$ cat src/sv/vtb_pkg.sv
// vtb_pkg: shared types, sizes and the control store of the virtual timer bank
// holds the operation codes, step enum and the microprogram read by virtual_timer_bank
// depends on nothing
`default_nettype none

package vtb_pkg;

  localparam int NUM_TIMERS = 16;
  localparam int IDX_W      = (NUM_TIMERS > 1) ? $clog2(NUM_TIMERS) : 1;
  localparam int ID_W       = 4;
  localparam int CNT_W      = 32;
  localparam int OP_W       = 3;
  // allocate only hands out ids that fit the 4-bit grant field
  localparam int ID_LIMIT   = 1 << ID_W;
  localparam int ALLOC_LIM  = (NUM_TIMERS < ID_LIMIT) ? NUM_TIMERS : ID_LIMIT;

  localparam logic [OP_W-1:0] OP_TICK    = 3'd0;
  localparam logic [OP_W-1:0] OP_ALLOC   = 3'd1;
  localparam logic [OP_W-1:0] OP_SET     = 3'd2;
  localparam logic [OP_W-1:0] OP_RELEASE = 3'd3;
  localparam logic [OP_W-1:0] OP_READ    = 3'd4;

  typedef enum logic [3:0] {
    S_IDLE,
    S_TICK_A,
    S_TICK_B,
    S_TICK_C,
    S_TICK_D,
    S_ALLOC_A,
    S_ALLOC_B,
    S_ALLOC_C,
    S_SET_A,
    S_REL_A,
    S_READ_A,
    S_READ_B,
    S_NOP_A
  } step_t;

  typedef enum logic {
    A_PTR,
    A_ID
  } addr_sel_t;

  typedef enum logic [1:0] {
    P_HOLD,
    P_LOAD0,
    P_LOAD1,
    P_INC
  } ptr_op_t;

  typedef enum logic [2:0] {
    W_NONE,
    W_DEC,
    W_ALLOC,
    W_SET,
    W_ZERO
  } wr_op_t;

  typedef enum logic [1:0] {
    R_NONE,
    R_ZERO,
    R_ALLOC,
    R_READ
  } res_op_t;

  typedef enum logic [1:0] {
    J_SEQ,
    J_GOTO,
    J_UNTIL_TICK,
    J_UNTIL_ALLOC
  } jmp_t;

  typedef struct packed {
    logic      rd_en;
    addr_sel_t amode;
    ptr_op_t   ptr_op;
    wr_op_t    wr_op;
    res_op_t   res_op;
    jmp_t      jmp;
    step_t     tgt;
  } uword_t;

  function automatic uword_t ucode(input step_t s);
    uword_t w;
    w = '{rd_en: 1'b0, amode: A_PTR, ptr_op: P_HOLD, wr_op: W_NONE,
          res_op: R_NONE, jmp: J_GOTO, tgt: S_IDLE};
    unique case (s)
      S_IDLE: ;
      S_TICK_A: begin
        w.ptr_op = P_LOAD0;
        w.jmp    = J_SEQ;
      end
      S_TICK_B: begin
        w.rd_en  = 1'b1;
        w.ptr_op = P_INC;
        w.jmp    = J_SEQ;
      end
      // read the next entry while writing back the one read last cycle
      S_TICK_C: begin
        w.rd_en  = 1'b1;
        w.ptr_op = P_INC;
        w.wr_op  = W_DEC;
        w.jmp    = J_UNTIL_TICK;
        w.tgt    = S_TICK_D;
      end
      S_TICK_D: begin
        w.res_op = R_ZERO;
      end
      S_ALLOC_A: begin
        w.ptr_op = P_LOAD1;
        w.jmp    = J_SEQ;
      end
      S_ALLOC_B: begin
        w.rd_en  = 1'b1;
        w.ptr_op = P_INC;
        w.jmp    = J_SEQ;
      end
      S_ALLOC_C: begin
        w.rd_en  = 1'b1;
        w.ptr_op = P_INC;
        w.wr_op  = W_ALLOC;
        w.res_op = R_ALLOC;
        w.jmp    = J_UNTIL_ALLOC;
      end
      S_SET_A: begin
        w.wr_op  = W_SET;
        w.res_op = R_ZERO;
      end
      S_REL_A: begin
        w.wr_op  = W_ZERO;
        w.res_op = R_ZERO;
      end
      S_READ_A: begin
        w.rd_en = 1'b1;
        w.amode = A_ID;
        w.jmp   = J_SEQ;
      end
      S_READ_B: begin
        w.res_op = R_READ;
      end
      S_NOP_A: begin
        w.res_op = R_ZERO;
      end
      default: ;
    endcase
    return w;
  endfunction

  function automatic step_t op_entry(input logic [OP_W-1:0] op);
    step_t s;
    unique case (op)
      OP_TICK:    s = S_TICK_A;
      OP_ALLOC:   s = S_ALLOC_A;
      OP_SET:     s = S_SET_A;
      OP_RELEASE: s = S_REL_A;
      OP_READ:    s = S_READ_A;
      default:    s = S_NOP_A;
    endcase
    return s;
  endfunction

endpackage

`default_nettype wire

$ cat src/sv/virtual_timer_bank.sv
// virtual_timer_bank: bank of down-counting timers run by a small microprogram
// uses vtb_pkg for sizes, operation codes and the control store
//
// usage: present op, timer_id and period with start high while busy is low;
// the word is taken at that clock edge and busy rises in the next cycle.
// every operation gives exactly one result: done is high for one cycle with
// granted_id, grant_ok, count_value and fired valid in that cycle. results
// cannot be held off; the block never waits on the receiver.
// each operation runs as a sequence of steps (busy drops as done rises):
//   tick     every entry in turn, one entry per cycle through the count memory
//   allocate scans up from id 1, stopping at the granted id or at ALLOC_LIM - 1
//   set and release write the entry by id, unknown ops do nothing; read reads it
// a new word can be taken in the cycle done is high. the count memory has one
// read port and one write port, both driven by the step counter.
// reset (rst, synchronous) clears the entry valid bits so every timer reads
// as free at once, returns the step counter to idle and drops done.
`default_nettype none

module virtual_timer_bank
  import vtb_pkg::*;
(
  input  wire logic              clk,
  input  wire logic              rst,
  input  wire logic              start,
  input  wire logic [OP_W-1:0]   op,
  input  wire logic [ID_W-1:0]   timer_id,
  input  wire logic [CNT_W-1:0]  period,
  output logic                   busy,
  output logic                   done,
  output logic [ID_W-1:0]        granted_id,
  output logic                   grant_ok,
  output logic [CNT_W-1:0]       count_value,
  output logic                   fired
);

  step_t             upc;
  step_t             upc_next;
  uword_t            uw;

  logic [ID_W-1:0]   id_q;
  logic [CNT_W-1:0]  period_q;
  logic [IDX_W-1:0]  ptr;
  logic [IDX_W-1:0]  rd_ptr;
  logic [CNT_W-1:0]  rd_data;

  logic [CNT_W-1:0]  mem [NUM_TIMERS];
  logic [NUM_TIMERS-1:0] vld;

  logic [IDX_W-1:0]  raddr;
  logic              raddr_ok;
  logic              id_valid;
  logic              tick_last;
  logic              alloc_hit;
  logic              alloc_end;
  logic              we;
  logic [IDX_W-1:0]  waddr;
  logic [CNT_W-1:0]  wdata;
  logic [CNT_W-1:0]  set_val;

  assign uw        = ucode(upc);
  assign busy      = (upc != S_IDLE);
  assign id_valid  = (32'(id_q) < NUM_TIMERS);
  assign raddr     = (uw.amode == A_ID) ? IDX_W'(id_q) : ptr;
  assign raddr_ok  = (32'(raddr) < NUM_TIMERS);
  assign tick_last = (rd_ptr == IDX_W'(NUM_TIMERS - 1));
  assign alloc_hit = (rd_data == '0);
  assign alloc_end = alloc_hit || (rd_ptr == IDX_W'(ALLOC_LIM - 1));
  // period + 1, saturating so a set never frees the entry
  assign set_val   = (period_q == '1) ? period_q : period_q + CNT_W'(1);

  // step counter
  always_ff @(posedge clk) begin
    if (rst) begin
      upc <= S_IDLE;
    end else begin
      upc <= upc_next;
    end
  end

  always_comb begin
    upc_next = upc;
    if (upc == S_IDLE) begin
      if (start) begin
        upc_next = op_entry(op);
      end
    end else begin
      unique case (uw.jmp)
        J_SEQ:         upc_next = step_t'(upc + 4'd1);
        J_GOTO:        upc_next = uw.tgt;
        J_UNTIL_TICK:  upc_next = tick_last ? uw.tgt : upc;
        J_UNTIL_ALLOC: upc_next = alloc_end ? uw.tgt : upc;
        default:       upc_next = S_IDLE;
      endcase
    end
  end

  // captured command word
  always_ff @(posedge clk) begin
    if (start && !busy) begin
      id_q     <= timer_id;
      period_q <= period;
    end
  end

  // scan pointer
  always_ff @(posedge clk) begin
    case (uw.ptr_op)
      P_LOAD0: ptr <= '0;
      P_LOAD1: ptr <= IDX_W'(1);
      P_INC:   ptr <= ptr + IDX_W'(1);
      default: ptr <= ptr;
    endcase
  end

  // write port decode
  always_comb begin
    we    = 1'b0;
    waddr = rd_ptr;
    wdata = '0;
    case (uw.wr_op)
      W_DEC: begin
        we    = (rd_data > CNT_W'(1));
        wdata = rd_data - CNT_W'(1);
      end
      W_ALLOC: begin
        we    = alloc_hit;
        wdata = CNT_W'(1);
      end
      W_SET: begin
        we    = id_valid;
        waddr = IDX_W'(id_q);
        wdata = set_val;
      end
      W_ZERO: begin
        we    = id_valid;
        waddr = IDX_W'(id_q);
      end
      default: ;
    endcase
  end

  // count memory, entries never written read as free
  always_ff @(posedge clk) begin
    if (we) begin
      mem[waddr] <= wdata;
    end
    if (uw.rd_en) begin
      rd_ptr  <= raddr;
      rd_data <= (raddr_ok && vld[raddr]) ? mem[raddr] : '0;
    end
  end

  always_ff @(posedge clk) begin
    if (rst) begin
      vld <= '0;
    end else if (we) begin
      vld[waddr] <= 1'b1;
    end
  end

  // result word
  always_ff @(posedge clk) begin
    if (rst) begin
      done <= 1'b0;
    end else begin
      done <= 1'b0;
      case (uw.res_op)
        R_ZERO: done <= 1'b1;
        R_ALLOC: done <= alloc_end;
        R_READ: done <= 1'b1;
        default: ;
      endcase
    end
  end

  always_ff @(posedge clk) begin
    case (uw.res_op)
      R_ZERO: begin
        granted_id  <= '0;
        grant_ok    <= 1'b0;
        count_value <= '0;
        fired       <= 1'b0;
      end
      R_ALLOC: begin
        granted_id  <= alloc_hit ? ID_W'(rd_ptr) : '0;
        grant_ok    <= alloc_hit;
        count_value <= '0;
        fired       <= 1'b0;
      end
      R_READ: begin
        granted_id  <= '0;
        grant_ok    <= 1'b0;
        count_value <= id_valid ? rd_data : '0;
        fired       <= id_valid && (rd_data == CNT_W'(1));
      end
      default: ;
    endcase
  end

endmodule

`default_nettype wire

$ cat config.mk
export PLATFORM = sky130hd
export DESIGN_NAME = virtual_timer_bank
export DESIGN_NICKNAME = d
export VERILOG_FILES = /design/src/sv/vtb_pkg.sv /design/src/sv/virtual_timer_bank.sv
export SDC_FILE = /design/constraint.sdc
export NUM_CORES = 1
export LEC_CHECK = 0
export ABC_AREA = 1
export BUFFER_PORTS_ARGS = -buffer_cell sky130_fd_sc_hd__buf_2
export CAP_MARGIN = 20
export CORE_UTILIZATION = 45
export CTS_BUF_LIST = sky130_fd_sc_hd__clkbuf_8
export DETAILED_ROUTE_END_ITERATION = 8
export SYNTH_ARGS = -nofsm -noshare
export SYNTH_HDL_FRONTEND = slang
export SYNTH_SLANG_ARGS = --single-unit
$ cat constraint.sdc
create_clock -name clk -period 3.7 [get_ports clk]
set_input_delay 0.74 -clock clk [delete_from_list [all_inputs] [get_ports clk]]
set_output_delay 0.74 -clock clk [all_outputs]
set_load 0.01 [all_outputs]
# After elaboration in Yosys (flattened, before gate mapping)
# Memories as Yosys holds them, arrays and structs flattened. A register that Yosys moved wholly into a read port is not among the register bits.
# Cells that the tools add are included.
# word_totals
ff_bits	103
latch_bits	0
ram_bits	512
romBits	0
out_inout_bits	40
elab_cells	108
mem_count	1
# memory_table
memory	depth	width	rd	rd_ports_with_merged_regs	wr	line	rtl
mem	16	32	1	1	1	virtual_timer_bank.sv:46	logic [CNT_W-1:0] mem [NUM_TIMERS];
# classes
n_addsub	4
multipliers	0
n_div	0
n_lt_le_gt_ge	4
n_eq_ne	35
shift	0
n_mux	31
bitwise_logic	1
reduce_logical	21
# ops
operator	n
32-bit one-hot mux with 3 select lines	1
32-bit one-hot mux with 2 select lines	1
32-bit by 1-bit adder with 32-bit output, second input constant	1
32-bit by 1-bit == test with 1-bit output, second input constant	1
32-bit == test, second input constant	1
32-bit by 1-bit > comparator with 1-bit output, second input constant	1
32-bit zero test	1
32-bit two-way mux	1
32-bit by 1-bit subtractor with 32-bit output, second input constant	1
4-bit two-way mux	7
4-bit == test, second input constant	6
4-bit one-hot mux with 5 select lines	1
2-bit one-hot mux with 3 select lines	3
4-bit by 3-bit == test with 1-bit output, second input constant	4
16-bit bitwise OR	1
4-bit one-hot mux with 4 select lines	1
2-bit == test, second input constant	6
3-bit by 2-bit == test with 1-bit output, second input constant	4
3-bit one-hot mux with 4 select lines	1
4-bit one-hot mux with 3 select lines	1
4-bit by 5-bit < comparator with 1-bit output, second input constant	2
5-bit OR reduction	2
4-bit by 1-bit adder with 4-bit output, second input constant	2
4-bit by 2-bit == test with 1-bit output, second input constant	2
other kinds (26)	44

# Longest topological paths before layout
# Gate-level depths: netlist of the first run.
# depth
word_depth	10
mapped_depth	14
mapped_depth_nobuf	13

# Worst setup path after synthesis of the first run
# No wires, ideal clock.
# synth_path
path_type	register -> register
from	register upc[0]
to	register id_q[0] (enable)
setup_ns	0.429
arrival_time_ns	2.362
required_time_ns	3.271
slack_ns	0.909
stages_incl_launch_ff	5
n_path_buf	0
cell_sequence	dfxtp_1 > inv_1 > ha_1 > nand2_1 > nor2_1
# synth_between
elab_chain_len	3
# synth_rtl
item	line	rtl
start: declaration	virtual_timer_bank.sv:36	step_t upc;
start signal: assignment	virtual_timer_bank.sv:76	upc <= upc_next;
4-bit nonzero test	virtual_timer_bank.sv:61	assign busy = (upc != S_IDLE);
named net busy	virtual_timer_bank.sv:28	output logic busy,
1-bit zero test	virtual_timer_bank.sv:99	if (start && !busy) begin
1-bit logical AND	virtual_timer_bank.sv:99	
end signal: assignment	virtual_timer_bank.sv:100	id_q <= timer_id;
end: declaration	virtual_timer_bank.sv:40	logic [ID_W-1:0] id_q;
# The timed path passes the listed nets, and every way through them passes these cells.
# A chain may end at the register's enable or synchronous reset.

# Worst setup path after layout of the first run
# layout_path
from	register period_q[0]
to	memory mem[9][1] (data pin)
# layout_between
elab_chain_len	3
elab_cells_between_ends	4
cone_classes	add/sub (1); eq/ne (1); mux (2)
# layout_rtl
item	line	rtl
start: declaration	virtual_timer_bank.sv:41	logic [CNT_W-1:0] period_q;
start signal: assignment	virtual_timer_bank.sv:101	period_q <= period;
32-bit by 1-bit adder with 32-bit output / 32-bit == test (equally long branches)	virtual_timer_bank.sv:69	assign set_val = (period_q == '1) ? period_q : period_q + CNT_W'(1);
32-bit two-way mux *	virtual_timer_bank.sv:69	
32-bit one-hot mux with 3 select lines *	virtual_timer_bank.sv:120	case (uw.wr_op)
named net wdata[1]	virtual_timer_bank.sv:57	logic [CNT_W-1:0] wdata;
end: declaration	virtual_timer_bank.sv:46	
# The timed path passes the listed nets; every way through them passes the cells marked *.

==> results of run 1 <==
path summary, 6_finish.rpt:
kind	start	to	slack (ns)	cells past startpoint
min	timer_id[2]	id_q[2]	0.17	1
min reg2reg	vld[4]	vld[4]	0.46	2
max	period_q[0]	mem[9][1]	0.42	10
max reg2reg	period_q[0]	mem[9][1]	0.42	10
per-stage QoR:
step                setup slack [ns]    util  instance area, um^2
detailed placement            0.4246  0.4793                31630
finish                        0.4238  0.5086                33560
global route                  0.2020  0.5086                33560
global placement              0.4898  0.4793                31630
floorplan                     0.9086       -                30130
CTS                           0.3895  0.5086                33550
synthesized netlist by cell type (all sizes together):
| master | n |
|---|---|
| edfxtp | 626 |
| nand2 | 599 |
| nand3 | 598 |
| inv | 528 |
| nand3b | 163 |
| nor2 | 149 |
| buf | 93 |
| clkbuf | 57 |
| o21ai | 50 |
| a21oi | 26 |
| nor3 | 24 |
| dfxtp | 21 |
| xor2 | 16 |
| xnor2 | 11 |
| nand4 | 10 |
| ha | 8 |
| or2 | 4 |
| o31ai | 3 |
| a31oi | 2 |
| nor4 | 2 |
| a21o | 1 |
| o211ai | 1 |
| o21bai | 1 |
| o22ai | 1 |
per-layer routing:
metal,wire length (um),vias to the layer above,global-route usage
met4,2016,0,0.08528
met3,6718,132,0.04439
met1,36750,10500,0.3513
met2,39300,927,0.3966
met5,0,-,0
li1,-,10180,-
registers in the layout, summed over array words and instances, names as in the netlist:
name         cells
grant_ok         1
fired            1
rd_ptr           4
period_q        32
granted_id       4
done             1
count_value     32
rd_data         32
ptr              4
upc              4
mem            512
vld             16
id_q             4
power breakdown:
part           total [W]  switching [W]  internal [W]
logic             0.0102        0.00741       0.00274
clock network    0.00571        0.00289       0.00281
registers         0.0101       0.000506       0.00962
total             0.0260         0.0108        0.0152
final cells by class:
class | instances | area share
clock buffers | 109 | 0.04471
diodes | 1 | 0.00007457
inverters | 528 | 0.05906
flip-flops and latches | 647 | 0.5727
repair buffers | 148 | 0.03527
multi-input cells | 1669 | 0.2432
clock inverters | 90 | 0.01279
well taps | 864 | 0.03221
layout by cell type, fill, tap and decap left out, types with 8 or more instances in the layout:
cell / count
xor2_1: 16
buf_4: 45
nand3b_1: 163
nor3_1: 23
o21ai_0: 45
ha_1: 8
edfxtp_1: 626
clkbuf_8: 109
a21oi_1: 26
clkinv_1: 35
clkinv_2: 12
inv_2: 23
nor2_1: 145
buf_12: 22
buf_2: 81
xnor2_1: 11
nand2_1: 592
nand3_1: 596
dfxtp_1: 21
inv_1: 541
nand4_1: 9
kinds of logic after synthesis:
logic type / synth area share
XOR/XNOR: 0.007847
adder cells (fa/ha/maj): 0.003322
flip-flops: 0.6378
buffers and inverters: 0.09346
AO/OA/AOI/OAI: 0.01574
AND/OR/NAND/NOR: 0.2419
==> flow_metrics.env, run 1 <==
export IMPL_status="finished, violations left"
export IMPL_violations="DRC"
export IMPL_htree_levels=3
export IMPL_die_w_um=260.8
export IMPL_cp_start_kind="flop"
export IMPL_worst_pin_slew_ns=0.9730
export IMPL_wl_um=84790
export IMPL_syn_area_um2=30130
export IMPL_leakagePower_nw=14.17
export IMPL_critical_path_most_common_cell="nand2_1"
export IMPL_grt_use_total=0.2517
export IMPL_timing_slew_headroom=0.3491
export IMPL_num_vias=21740
export IMPL_grt_pass1_vias=20900
export IMPL_ir_drop_mv=0.4153
export IMPL_fmax_ghz=0.3052
export IMPL_routedWlPerCell_um=20.90
export IMPL_hold_viol=0
export IMPL_start_util=0.4567
export IMPL_stdcell_count=4056
export IMPL_avgSynthCellArea_um2=10.06
export IMPL_cts_tree="built"
export IMPL_synth_top_area_cell="edfxtp_1"
export IMPL_synth_area_top_cells="edfxtp_1, nand3_1, nand2_1"
export IMPL_grt_max_degree=129
export IMPL_yosys_warnings=0
export IMPL_drc=11
export IMPL_ys_seq_area_frac=0.6378
export IMPL_rsz0062_at_grt="false"
export IMPL_p_per_area_nw_per_um2=774.4
export IMPL_clk_pin_slew_ns=0.06
export IMPL_cts_root_buffer="clkbuf_8"
export IMPL_cts_max_path_buffers=3
export IMPL_grt_overflow_total=0
export IMPL_antenna_found_initial=2
export IMPL_core_um2=65980
export IMPL_io_buffers=81
export IMPL_final_nets=3151
export IMPL_crit_slowest_cell="o21ai_0"
export IMPL_synth_nets=3044
export IMPL_critPathMaxFanout=16
export IMPL_final_max_slew_viol_count=0
export IMPL_ant_nets=0
export IMPL_dp_hpwl_um=51730
export IMPL_cts_hold_buffers_added=0
export IMPL_drt_first_pass_iters=9
export IMPL_post_cts_buffers=0
export IMPL_finalCritPeriodShare=0.8855
export IMPL_multi_input_area_um2=8160
export IMPL_ys_seq_elements=647
export IMPL_cts_sinks=647
export IMPL_synth_distinct_cells=36
export IMPL_dieArea_um2=68000
export IMPL_max_cap_violations=0
export IMPL_drive_gt1_frac=0.1009
export IMPL_cts_resized=0
export IMPL_nFillCells=6042
export IMPL_seq_area_um2=19220
export IMPL_holdWs_ns=0.1716
export IMPL_num_rows=94
export IMPL_hp_class="in -> reg"
export IMPL_skew_ns=0.04011
export IMPL_grt_pass1_wl_um=128000
export IMPL_dpl_cell_count=3856
export IMPL_critPathMaxStageDelay_ns=0.48
export IMPL_insertion_delay_ns=0.74
export IMPL_viasPerCell=5.359
export IMPL_crit_chain="ha_1 > nand3_1 > inv_1 > nand4_1 > inv_1 > nand2_1 > buf_4 > o21ai_0 > nand2_1 > nand2_1"
export IMPL_synth_cells=2994
export IMPL_gp_congestion=0.9159
export IMPL_setup_violations=0
export IMPL_chipHeight_um=260.8
export IMPL_cp_data_arrival_time_ns=3.72
export IMPL_crit_path_end_kind="flop"
export IMPL_numCtsBuffers=107
export IMPL_fin_crit_ns=3.276
export IMPL_path_class="reg -> reg"
export IMPL_cp_required_ns=4.14
export IMPL_netlist_area_leader_share=0.6238
export IMPL_fin_total_pwr_w=0.02599
export IMPL_path_buf_inv=3
export IMPL_num_io_pins=82
export IMPL_setup_tns_ns=0
export IMPL_syn_to_final_growth_pct=11.36
export IMPL_drtIter0Drc=2165
export IMPL_crit_family="simple AND/OR/NAND/NOR gates"
No activity file was read; power rests on OpenSTA's default activity.
==> inputs of run 2 (changes only) <==
--- a/config.mk
+++ b/config.mk
@@ -7,7 +7,7 @@
 export LEC_CHECK = 0
 export ABC_AREA = 1
 export BUFFER_PORTS_ARGS = -buffer_cell sky130_fd_sc_hd__buf_2
-export CAP_MARGIN = 20
+export CAP_MARGIN = 40
 export CORE_UTILIZATION = 45
 export CTS_BUF_LIST = sky130_fd_sc_hd__clkbuf_8
 export DETAILED_ROUTE_END_ITERATION = 8
==> constraint.sdc (replaced) <==
create_clock -name clk -period 3.7 [get_ports clk]
set_input_delay 0 -clock clk [delete_from_list [all_inputs] [get_ports clk]]
set_output_delay 0 -clock clk [all_outputs]
set_load 0.01 [all_outputs]
==> run 2 against run 1 <==
Sequential power hardly changed. Worst hold slack better by 0.12 ns. Total power increased by 1.2%. Critical path depth up 4. Largest cell class unchanged. Final cell count up 2.0%. Maximum frequency fell by 0.87%. Utilization grew 1.4 points. First-iteration DRC count increased by 16%. Flip-flop and latch count did not move. Critical path type unchanged. Die area unchanged. Critical endpoint is now upc[3]. Register-to-register slack worse by 0.03 ns. Clock skew increased by 0.0075 ns. The flow still finishes with violations (DRC).
==> flow_metrics.env, run 2 (synthesis gave the netlist of run 1 again) <==
export IMPL_seq_area_um2=19220
export IMPL_cts_sinks=647
export IMPL_post_cts_buffers=0
export IMPL_dieArea_um2=68000
export IMPL_crit_slowest_cell="dlygate4sd3_1"
export IMPL_fmax_ghz=0.3026
export IMPL_crit_path_end_kind="flop"
export IMPL_violations="DRC"
export IMPL_clk_pin_slew_ns=0.07
export IMPL_max_cap_violations=0
export IMPL_top_register="mem"
export IMPL_routedWlPerCell_um=20.79
export IMPL_hold_viol=0
export IMPL_io_buffers=81
export IMPL_grt_pass1_vias=21490
export IMPL_crit_chain="inv_1 > ha_1 > nand2_1 > nor2_2 > nand2_1 > inv_1 > nand2_1 > nand3_1 > nand2_1 > nor2_1 > nand2_1 > dlygate4sd3_1 > nor2_1 > dlygate4sd3_1"
export IMPL_cts_tree="built"
export IMPL_num_vias=22000
export IMPL_htree_levels=3
export IMPL_ant_nets=0
export IMPL_grt_max_degree=129
export IMPL_drive_gt1_frac=0.1029
export IMPL_setup_violations=0
export IMPL_setup_tns_ns=0
export IMPL_start_util=0.4567
export IMPL_viasPerCell=5.316
export IMPL_critPathMaxFanout=5
export IMPL_skew_ns=0.04760
export IMPL_cts_max_path_buffers=3
export IMPL_status="finished, violations left"
export IMPL_nFillCells=5852
export IMPL_cp_start_kind="flop"
export IMPL_leakagePower_nw=14.54
export IMPL_hp_class="in -> reg"
export IMPL_p_per_area_nw_per_um2=763.2
export IMPL_final_nets=3235
export IMPL_timing_slew_headroom=0.4300
export IMPL_cp_data_arrival_time_ns=3.99
export IMPL_layout_cells_most_common="edfxtp_1"
export IMPL_fin_ws_ns=0.3951
export IMPL_critical_path_most_common_cell="nand2_1"
export IMPL_multi_input_area_um2=8160
export IMPL_numCtsBuffers=106
export IMPL_num_io_pins=82
export IMPL_ir_drop_mv=0.5258
export IMPL_wl_um=86050
export IMPL_gp_congestion=0.9159
export IMPL_grt_overflow_total=0
export IMPL_drc=13
export IMPL_final_max_slew_viol_count=0
export IMPL_dp_hpwl_um=51890
export IMPL_grt_pass1_wl_um=129700
export IMPL_final_cell_mix="edfxtp_1, nand3_1, nand2_1"
export IMPL_grt_use_total=0.2555
export IMPL_drt_first_pass_iters=8
export IMPL_crit_family="buffers and inverters"
export IMPL_insertion_delay_ns=0.74
export IMPL_cts_hold_buffers_added=82
export IMPL_cp_required_ns=4.39
export IMPL_largest_reg_flops=512
export IMPL_fin_total_pwr_w=0.02631
export IMPL_pre_cts_slack_ns=0.4257
export IMPL_drtIter0Drc=2510
export IMPL_critPathMaxStageDelay_ns=0.55
export IMPL_finalCritPeriodShare=0.8932
export IMPL_syn_to_final_growth_pct=14.41
export IMPL_antenna_found_initial=6
export IMPL_path_buf_inv=4
export IMPL_fin_crit_ns=3.305
export IMPL_num_rows=94
export IMPL_rsz0062_at_grt="false"
export IMPL_cts_resized=0
export IMPL_chipHeight_um=260.8
export IMPL_worst_pin_slew_ns=0.8529
export IMPL_core_um2=65980
export IMPL_path_class="reg -> reg"
export IMPL_cts_root_buffer="clkbuf_8"
export IMPL_die_w_um=260.8
run 2: changes by cell type in the layout (fill, tap and decap cells not counted):
cell,before,now
buf_12,22,24
buf_16,0,1
clkbuf_8,109,112
dlygate4sd3_1,0,82
inv_1,541,533
clkinvlp_4,2,5
inv_12,0,1
clkinv_1,35,29
inv_8,0,2
clkinv_2,12,18
clkinv_8,3,0
run 2: metrics by stage:
step | hold slack (ns) | util | cells | cell area [um^2]
6_report | 0.2911 | 0.5225 | 4139 | 34480
5_1_grt | 0.2999 | 0.5225 | 4139 | 34480
3_5_place_dp | 0.1781 | 0.4803 | 3859 | 31690
2_1_floorplan | 0.09887 | - | 2994 | 30130
4_1_cts | 0.1873 | 0.5225 | 4138 | 34470
3_3_place_gp | 0.1772 | 0.4793 | 3856 | 31630
run 2: worst paths after layout:
path | end | startpoint | cells past startpoint | slack, ns
setup / recovery | upc[3] | rd_data[0] | 14 | 0.40
hold / removal | vld[6] | rst | 3 | 0.29
setup reg to reg | upc[3] | rd_data[0] | 14 | 0.40
hold reg to reg | vld[2] | vld[2] | 2 | 0.47
run 2: per-layer routing:
layer | part of all wire | routed length (um) | track usage | up-vias
met4 | 0.030 | 2560 | 0.09795 | 0
li1 | - | - | - | 10350
met2 | 0.46 | 39450 | 0.4013 | 901
met5 | 0 | 0 | 0 | -
met1 | 0.43 | 37050 | 0.3495 | 10610
met3 | 0.081 | 6996 | 0.05041 | 145
run 2: tightest hold or removal path, delay by kind of cell:
kind                   cells  cell delay [ns]
buffers and inverters      2             0.81
AO/OA/AOI/OAI              1             0.17
run 2: layout make-up:
cell class | count | area share
Sequential cell | 647 | 0.5574
Tap cell | 864 | 0.03136
Antenna cell | 1 | 0.00007258
Inverter | 528 | 0.05749
Clock inverter | 85 | 0.01216
Clock buffer | 112 | 0.04471
Multi-Input combinational cell | 1669 | 0.2367
Timing Repair Buffer | 233 | 0.06010
run 2: power by group:
| part | switching [W] | internal [W] | total (W) |
|---|---|---|---|
| clock network | 0.00296 | 0.00289 | 0.00585 |
| logic | 0.00748 | 0.00287 | 0.0103 |
| registers | 0.000500 | 0.00961 | 0.0101 |
| total | 0.0109 | 0.0154 | 0.0263 |
